**src/hw/rtl/slra_pkg.sv**
```systemverilog
// ----------------------------------------------------------------------------
// Slot allocator package
// Shared constants, codes and link types for the slot allocator and its cells.
// ----------------------------------------------------------------------------
package slra_pkg;

  // Pool size and derived widths.
  localparam int SLOT_COUNT = 16;
  localparam int SLOT_IDX_W = (SLOT_COUNT > 1) ? $clog2(SLOT_COUNT) : 1;
  localparam int REL_W      = 4;
  localparam int GRANT_W    = 4;
  localparam int CMP_W      = (SLOT_IDX_W > REL_W) ? SLOT_IDX_W : REL_W;
  localparam int TIME_W     = 32;
  localparam int TMO_W      = 16;

  // Configuration register map, decoded on the word address bit.
  localparam int          PADDR_W          = 3;
  localparam logic        REG_STALE_TIMEOUT = 1'b0;
  localparam logic [TMO_W-1:0] TMO_RESET   = 16'd60;

  // Operation codes of an input item.
  typedef enum logic [1:0] {
    MODE_TICK    = 2'd0,
    MODE_ALLOC   = 2'd1,
    MODE_RELEASE = 2'd2
  } mode_t;

  // Controller states.
  typedef enum logic {
    ST_IDLE = 1'b0,
    ST_EVAL = 1'b1
  } state_t;

  typedef logic [SLOT_IDX_W-1:0] slot_idx_t;

  // Commit command broadcast to every cell.
  typedef struct packed {
    logic            alloc;
    logic            release_op;
    logic            use_free;
    logic [REL_W-1:0] release_slot;
  } cell_cmd_t;

  // Priority link handed from one cell to the next.
  typedef struct packed {
    logic      free_found;
    logic      stale_found;
    slot_idx_t free_idx;
    slot_idx_t stale_idx;
  } cell_link_t;

  // Per-cell selection status.
  typedef struct packed {
    logic free_sel;
    logic stale_sel;
  } cell_sel_t;

endpackage

```
**src/hw/rtl/slra_cell.sv**
```systemverilog
// ----------------------------------------------------------------------------
// Slot allocator cell
// Holds one slot's busy flag and stamp, judges it free or stale, and takes
// its place in the first-fit priority chain.
// ----------------------------------------------------------------------------
module slra_cell
  import slra_pkg::*;
(
  input  logic              clk,
  input  logic              rst,
  input  slot_idx_t         cell_index,
  input  logic [TIME_W-1:0] time_now,
  input  logic [TMO_W-1:0]  stale_timeout,
  input  cell_cmd_t         cmd,
  input  cell_link_t        link_in,
  output cell_link_t        link_out,
  output cell_sel_t         sel
);

  logic              busy;
  logic [TIME_W-1:0] stamp;
  logic              stale;
  logic [TIME_W-1:0] age;
  logic              rel_hit;
  logic              take;

  // Age check is registered; the pool state only moves at a commit, so the
  // flag is current again by the time the next item is evaluated.
  assign age = time_now - stamp;

  always_ff @(posedge clk) begin
    if (rst) begin
      stale <= 1'b0;
    end else begin
      stale <= busy && (age > {{(TIME_W-TMO_W){1'b0}}, stale_timeout});
    end
  end

  // A cell is selected when it qualifies and no lower cell already did.
  assign sel.free_sel  = !busy && !link_in.free_found;
  assign sel.stale_sel = stale && !link_in.stale_found;

  assign link_out.free_found  = link_in.free_found || !busy;
  assign link_out.stale_found = link_in.stale_found || stale;
  assign link_out.free_idx    = link_in.free_idx | (sel.free_sel ? cell_index : '0);
  assign link_out.stale_idx   = link_in.stale_idx | (sel.stale_sel ? cell_index : '0);

  assign rel_hit = (CMP_W'(cmd.release_slot) == CMP_W'(cell_index));
  assign take    = cmd.alloc && (cmd.use_free ? sel.free_sel : sel.stale_sel);

  // Busy flag update on a grant or a release.
  always_ff @(posedge clk) begin
    if (rst) begin
      busy <= 1'b0;
    end else if (take) begin
      busy <= 1'b1;
    end else if (cmd.release_op && rel_hit) begin
      busy <= 1'b0;
    end
  end

  // Stamp is written only by a grant.
  always_ff @(posedge clk) begin
    if (take) begin
      stamp <= time_now;
    end
  end

endmodule

```
**src/hw/rtl/slot_allocator_stale_reclaim.sv**
```systemverilog
// ----------------------------------------------------------------------------
// Slot allocator with stale reclaim
// First-fit allocation over a row of slot cells; when the pool is full the
// lowest slot granted longer ago than the timeout is reclaimed.
// ----------------------------------------------------------------------------
//   Channel  | Handshake            | Payload
//   ---------+----------------------+----------------------------------
//   input    | in_valid / in_stall  | mode, release_slot
//   output   | out_valid / out_stall| granted, grant_slot, reclaimed
//   config   | APB psel/penable     | stale_timeout at byte address 0
//
// Each item is taken at the transfer edge, then held in the evaluation state in
// which the cell chain resolves the lowest free and lowest stale slot and the
// result is committed. A result waiting on out_stall holds the commit back.
// Reset clears all busy and stale flags, the time counter and the output valid
// flag, and loads a timeout of 60; no clearing pass is needed.
// ----------------------------------------------------------------------------
module slot_allocator_stale_reclaim
  import slra_pkg::*;
(
  input  logic               clk,
  input  logic               rst,
  input  logic               in_valid,
  output logic               in_stall,
  input  logic [1:0]         mode,
  input  logic [REL_W-1:0]   release_slot,
  output logic               out_valid,
  input  logic               out_stall,
  output logic               granted,
  output logic [GRANT_W-1:0] grant_slot,
  output logic               reclaimed,
  input  logic               psel,
  input  logic               penable,
  input  logic               pwrite,
  input  logic [PADDR_W-1:0] paddr,
  input  logic [31:0]        pwdata,
  output logic [31:0]        prdata,
  output logic               pready
);

  state_t             state;
  state_t             state_next;
  mode_t              op_mode;
  logic [REL_W-1:0]   op_rel;
  logic [TIME_W-1:0]  time_now;
  logic [TMO_W-1:0]   stale_timeout;
  logic               accept;
  logic               commit;
  logic               any_free;
  logic               any_stale;
  cell_cmd_t          cmd;
  cell_link_t         links [SLOT_COUNT+1];
  cell_sel_t          sels  [SLOT_COUNT];
  logic [SLOT_COUNT-1:0] free_sel_vec;
  logic [SLOT_COUNT-1:0] stale_sel_vec;
  slot_idx_t          win_idx;
  logic [SLOT_IDX_W+GRANT_W-1:0] win_ext;

  // Configuration port.
  assign pready = 1'b1;

  always_ff @(posedge clk) begin
    if (rst) begin
      stale_timeout <= TMO_RESET;
    end else if (psel && penable && pwrite && (paddr[2] == REG_STALE_TIMEOUT)) begin
      stale_timeout <= pwdata[TMO_W-1:0];
    end
  end

  assign prdata = (paddr[2] == REG_STALE_TIMEOUT) ?
                  {{(32-TMO_W){1'b0}}, stale_timeout} : 32'd0;

  // Controller: next state.
  always_comb begin
    state_next = state;
    case (state)
      ST_IDLE: if (in_valid) state_next = ST_EVAL;
      ST_EVAL: if (commit) state_next = ST_IDLE;
      default: state_next = ST_IDLE;
    endcase
  end

  // Controller: outputs.
  always_comb begin
    in_stall = 1'b1;
    commit   = 1'b0;
    case (state)
      ST_IDLE: in_stall = 1'b0;
      ST_EVAL: commit   = !out_valid || !out_stall;
      default: in_stall = 1'b1;
    endcase
  end

  assign accept = in_valid && !in_stall;

  always_ff @(posedge clk) begin
    if (rst) begin
      state <= ST_IDLE;
    end else begin
      state <= state_next;
    end
  end

  // Operation register.
  always_ff @(posedge clk) begin
    if (accept) begin
      op_mode <= mode_t'(mode);
      op_rel  <= release_slot;
    end
  end

  // Seconds counter.
  always_ff @(posedge clk) begin
    if (rst) begin
      time_now <= '0;
    end else if (commit && (op_mode == MODE_TICK)) begin
      time_now <= time_now + TIME_W'(1);
    end
  end

  // Command broadcast to the cells.
  assign cmd.alloc        = commit && (op_mode == MODE_ALLOC);
  assign cmd.release_op   = commit && (op_mode == MODE_RELEASE);
  assign cmd.use_free     = any_free;
  assign cmd.release_slot = op_rel;

  // Chain of slot cells, lowest index first.
  assign links[0] = '0;

  for (genvar i = 0; i < SLOT_COUNT; i++) begin : g_cell
    slra_cell u_cell (
      .clk           (clk),
      .rst           (rst),
      .cell_index    (SLOT_IDX_W'(i)),
      .time_now      (time_now),
      .stale_timeout (stale_timeout),
      .cmd           (cmd),
      .link_in       (links[i]),
      .link_out      (links[i+1]),
      .sel           (sels[i])
    );
    assign free_sel_vec[i]  = sels[i].free_sel;
    assign stale_sel_vec[i] = sels[i].stale_sel;
  end

  assign any_free  = links[SLOT_COUNT].free_found;
  assign any_stale = links[SLOT_COUNT].stale_found;
  assign win_idx   = any_free ? links[SLOT_COUNT].free_idx : links[SLOT_COUNT].stale_idx;
  assign win_ext   = {{GRANT_W{1'b0}}, win_idx};

  // Output register.
  always_ff @(posedge clk) begin
    if (rst) begin
      out_valid <= 1'b0;
    end else if (commit) begin
      out_valid <= 1'b1;
    end else if (!out_stall) begin
      out_valid <= 1'b0;
    end
  end

  always_ff @(posedge clk) begin
    if (commit) begin
      if ((op_mode == MODE_ALLOC) && (any_free || any_stale)) begin
        granted    <= 1'b1;
        grant_slot <= win_ext[GRANT_W-1:0];
        reclaimed  <= !any_free;
      end else begin
        granted    <= 1'b0;
        grant_slot <= '0;
        reclaimed  <= 1'b0;
      end
    end
  end

  // Checks.
  a_single_item: assert property (@(posedge clk) disable iff (rst)
    accept |=> !accept)
    else $error("second item taken while one is in evaluation");

  a_free_onehot: assert property (@(posedge clk) disable iff (rst)
    $onehot0(free_sel_vec))
    else $error("more than one cell selected as lowest free slot");

  a_stale_onehot: assert property (@(posedge clk) disable iff (rst)
    $onehot0(stale_sel_vec))
    else $error("more than one cell selected as lowest stale slot");

  a_refused_clean: assert property (@(posedge clk) disable iff (rst)
    (out_valid && !granted) |-> ((grant_slot == '0) && !reclaimed))
    else $error("refused result carries a slot or reclaim flag");

endmodule
```
**config.mk**
```make
export PLATFORM = sky130hd
export DESIGN_NAME = slot_allocator_stale_reclaim
export DESIGN_NICKNAME = d
export VERILOG_FILES = /design/src/hw/rtl/slra_pkg.sv /design/src/hw/rtl/slra_cell.sv /design/src/hw/rtl/slot_allocator_stale_reclaim.sv
export SDC_FILE = /design/constraint.sdc
export NUM_CORES = 2
export LEC_CHECK = 0
export BUFFER_PORTS_ARGS = -buffer_cell sky130_fd_sc_hd__buf_2
export CORE_UTILIZATION = 50
export CTS_CLUSTER_DIAMETER = 100
export CTS_CLUSTER_SIZE = 40
export DETAILED_ROUTE_END_ITERATION = 7
export PLACE_DENSITY_LB_ADDON = 0.3
export SETUP_SLACK_MARGIN = 0.15
export SLEW_MARGIN = 30
export SYNTH_ARGS = -nofsm -noshare
export SYNTH_HDL_FRONTEND = slang
export SYNTH_SLANG_ARGS = --single-unit
```
**constraint.sdc**
```tcl
create_clock -name clk -period 10.31 [get_ports clk]
set_input_delay 2.062 -clock clk [delete_from_list [all_inputs] [get_ports clk]]
set_output_delay 2.062 -clock clk [all_outputs]
set_load 0.005 [all_outputs]
```
==> impl_metrics.csv <==
group,metric,value,unit
grt,grt_max_degree,44,
cts,clock_sinks,606,
worst_setup_path,crit_path_cell_trace,"clkinv_1 -> buf_4 -> fa_1 -> nand2b_1 -> a2111oi_0 -> nor2_1 -> nand2b_1 -> and2_1 -> a31oi_1 -> xnor2_1 -> ha_1 -> nand2_1 -> nor2_1 -> a211oi_1 -> o211ai_1 -> a211o_1 -> a2111oi_2 -> nand4_1 -> or4_1 -> nor4_2 -> a311oi_1",
timing,max_freq,0.159,GHz
pwr,leakage,25.8,nW
cts,root_buffer,"clkbuf_16",
cts,post_cts_buffers,0,
outcome,violations,"DRC",
synthesis,yosysMostFrequentCell,"ha_1",
worst_setup_path,slowest_stage,"a2111oi_0",
floorplan,initial_core_util,50.5,%
cells_and_area,final_area,0.0568,mm2
cts,ctsResizeCount,0,
cells_and_area,area_growth,6.63,%
run,drv_cap,0,
place,dp_hpwl,108000,um
pwr,p_int,3.43,mW
grt,gr-usage-all-layers,27.1,%
cells_and_area,utilization,53.9,%
worst_setup_path,required,10820,ps
timing,rsz0062_at_grt,"false",
worst_setup_path,crit_path_end_kind,"flop",
timing,fin_crit_sh,61.1,%
worst_setup_path,cp-start-kind,"flop",
cts,clk_pin_slew,120,ps
route,vias,45200,
pwr,ir_drop,0.0937,mV
synthesis,ys_types,99,
grt,grt_pass1_vias,40900,
synthesis,synth_seq_cells,606,
timing,finalWorstPathRequiredPeriod,6300,ps
outcome,outcome,"finished with violations",
floorplan,core,0.105,mm2
synthesis,synth.avg_cell_area,8.97,um2
floorplan,dieArea,0.108,mm2
timing,slew_headroom,33.5,%
worst_hold_path,worstHoldStart,"stale_timeout[15]$_SDFFE_PP0P_",
pwr,power_frac_seq,58.1,%
cts,ctsHoldBuffers,0,
worst_setup_path,worstPathMaxFanout,11,
timing,drv_slew,0,
route,first_pass_iters,8,
synthesis,syn_area,0.0533,mm2
worst_setup_path,cp.arrival,6810,ps
worst_setup_path,worst_r2r_startpoint,"time_now[1]$_SDFFE_PP0P_",
place,gp_congestion,0.955,
route,via_per_inst,6.09,
synthesis,syn_inst,5939,
place,port_buffers,53,
worst_setup_path,cp_top_family,"compound AO/OA/AOI/OAI gates",
cts,clk_latency,650,ps
cts,cts_made_buffers,35,
floorplan,core.rowCount,119,
worst_setup_path,worstSetupPathType,"flop to flop",
synthesis,synth_ff_type,"edfxtp_1",
timing,hold_viol,0,
cts,cts_tree,"yes",
timing,worst_pin_slew,990,ps
timing,finalSetupViolations,0,
timing,finalWorstSetupSlack,4010,ps
route,wl_per_cell,20.2,um
cts,h-tree-depth,2,
timing,final.setup.tns,0,ps
grt,grt_pass1_wl,229000,um
synthesis,yosysSeqAreaShare,32.6,%
floorplan,dieWidth,328,um
pwr,power_switching,1.11,mW
floorplan,io_pins,89,
cells_and_area,fillers,9557,
floorplan,die_h,328,um
cells_and_area,drive_gt1_share,4.99,%
timing,final.setup_skew,39.9,ps
worst_setup_path,critPathLaunch,"time_now[1]$_SDFFE_PP0P_",
pwr,pwr-share-comb,3.9,%
cells_and_area,nets,6820,
cells_and_area,diodes,0,
synthesis,netlist.area_leader.share,29.5,%
synthesis,synth_edf_count,524,
grt,antenna_found_initial,2,
pwr,swShare,24.5,%
worst_setup_path,crit_buf_inv,2,
place,place_area,0.0555,mm2
synthesis,synthArstFlopShare,0,%
synthesis,synth_area_leaders,"edfxtp_1 (30%), ha_1 (18%), a21oi_1 (5.0%)",
worst_setup_path,max_stage_delay,670,ps
route,routed_wl,150000,um
cts,clockBufferDepth,3,
synthesis,synth_commonest_cells,"ha_1 (753), inv_1 (638), a21oi_1 (533), edfxtp_1 (524), nor2_1 (417)",
route,first_iter_violations,3722,
synthesis,yosysWarnings,0,
place,place_ws,4090,ps
route,ant_nets,0,
pwr,p_clk_share,38.0,%
pwr,power_density,80.1,mW/mm2
synthesis,post-synth-top-area-cell,"edfxtp_1",
worst_hold_path,hold_path.class,"flop to flop",
route,drc,27,
grt,grt_overflow,0,
-- metrics by stage --
step                hold slack [ps]  power (mW)  std cells
finish                          462        4.55       7420
global route                    473        4.68       7420
CTS                             460        4.58       7418
detailed placement              447        2.87       7355
global placement                443        2.87       7352
floorplan                       435        2.81       5954
-- placed cells by master (no fill, tap or decap), drive strengths merged, types with 65 or more instances in the layout --
master,count
a21o,261
xor2,138
a21oi,535
nor2b,83
inv,653
nor3,104
and3,66
buf,130
nand3,123
nand2b,86
o21ai,360
dfxtp,82
nand4,112
ha,753
nand2,389
xnor2,224
edfxtp,524
o21a,102
a31oi,65
nor2,417
-- path summary, 6_finish.rpt --
path	to	slack (ps)	cells after the start
max	g_cell[14].u_cell.stale$_SDFF_PP0_	4010	21
min reg2reg	stale_timeout[15]$_SDFFE_PP0P_	460	2
max reg2reg	g_cell[14].u_cell.stale$_SDFF_PP0_	4010	21
min	stale_timeout[15]$_SDFFE_PP0P_	460	2
-- final cells by class --
class | instances | area, um2 | area share, %
Tap cell | 1391 | 1740 | 3.06
Inverter | 639 | 2400 | 4.22
Multi-Input combinational cell | 4591 | 33100 | 58.2
Clock buffer | 40 | 957 | 1.69
Sequential cell | 606 | 17400 | 30.7
Clock inverter | 23 | 304 | 0.535
Timing Repair Buffer | 130 | 918 | 1.62
-- worst reg2reg max path: cells and delay by family (launching register included) --
| family | cells | cell delay (ps) |
|---|---|---|
| adder cells (fa/ha/maj) | 2 | 780 |
| buffers and inverters | 2 | 1070 |
| flip-flops | 1 | 540 |
| XOR/XNOR | 1 | 140 |
| AO/OA/AOI/OAI | 7 | 2000 |
| AND/OR/NAND/NOR | 9 | 1630 |
-- kinds of logic (layout without fill, tap and decap cells) --
group,Yosys count,count (layout),share of synthesized area [%]
multiplexers,39,39,0.761
XOR/XNOR,362,362,5.98
adder cells (fa/ha/maj),769,769,18.3
flip-flops,606,606,32.6
other,2,17,0.0141
buffers and inverters,757,832,5.48
AND/OR/NAND/NOR,1596,1596,14.8
AO/OA/AOI/OAI,1808,1808,22.1
-- power groups by stage --
stage	logic (mW)	clock network (mW)	registers, mW
after CTS	0.175	1.76	2.64
after global placement	0.167	0	2.70
after floorplan	0.114	0	2.69
after global routing	0.196	1.84	2.64
final	0.178	1.73	2.64
after detailed placement	0.174	0	2.70
-- state kept, by name, indices dropped and copies added (netlist names), 2 cells and up --
register,flops
g_cell.u_cell.stamp,512
time_now,32
g_cell.u_cell.busy,16
g_cell.u_cell.stale,16
stale_timeout,16
grant_slot,4
op_rel,4
op_mode,2
-- metal layers --
| metal | share of wire (%) | GRT usage [%] | routed length [um] | vias to the layer above |
|---|---|---|---|---|
| li1 | - | - | - | 22000 |
| met1 | 46 | 39.4 | 69400 | 21500 |
| met2 | 43 | 42.1 | 64300 | 1479 |
| met3 | 7.8 | 2.92 | 11600 | 196 |
| met4 | 2.8 | 7.82 | 4240 | 0 |
| met5 | 0 | 0 | 0 | - |
Power figures use the tool's default switching activity.
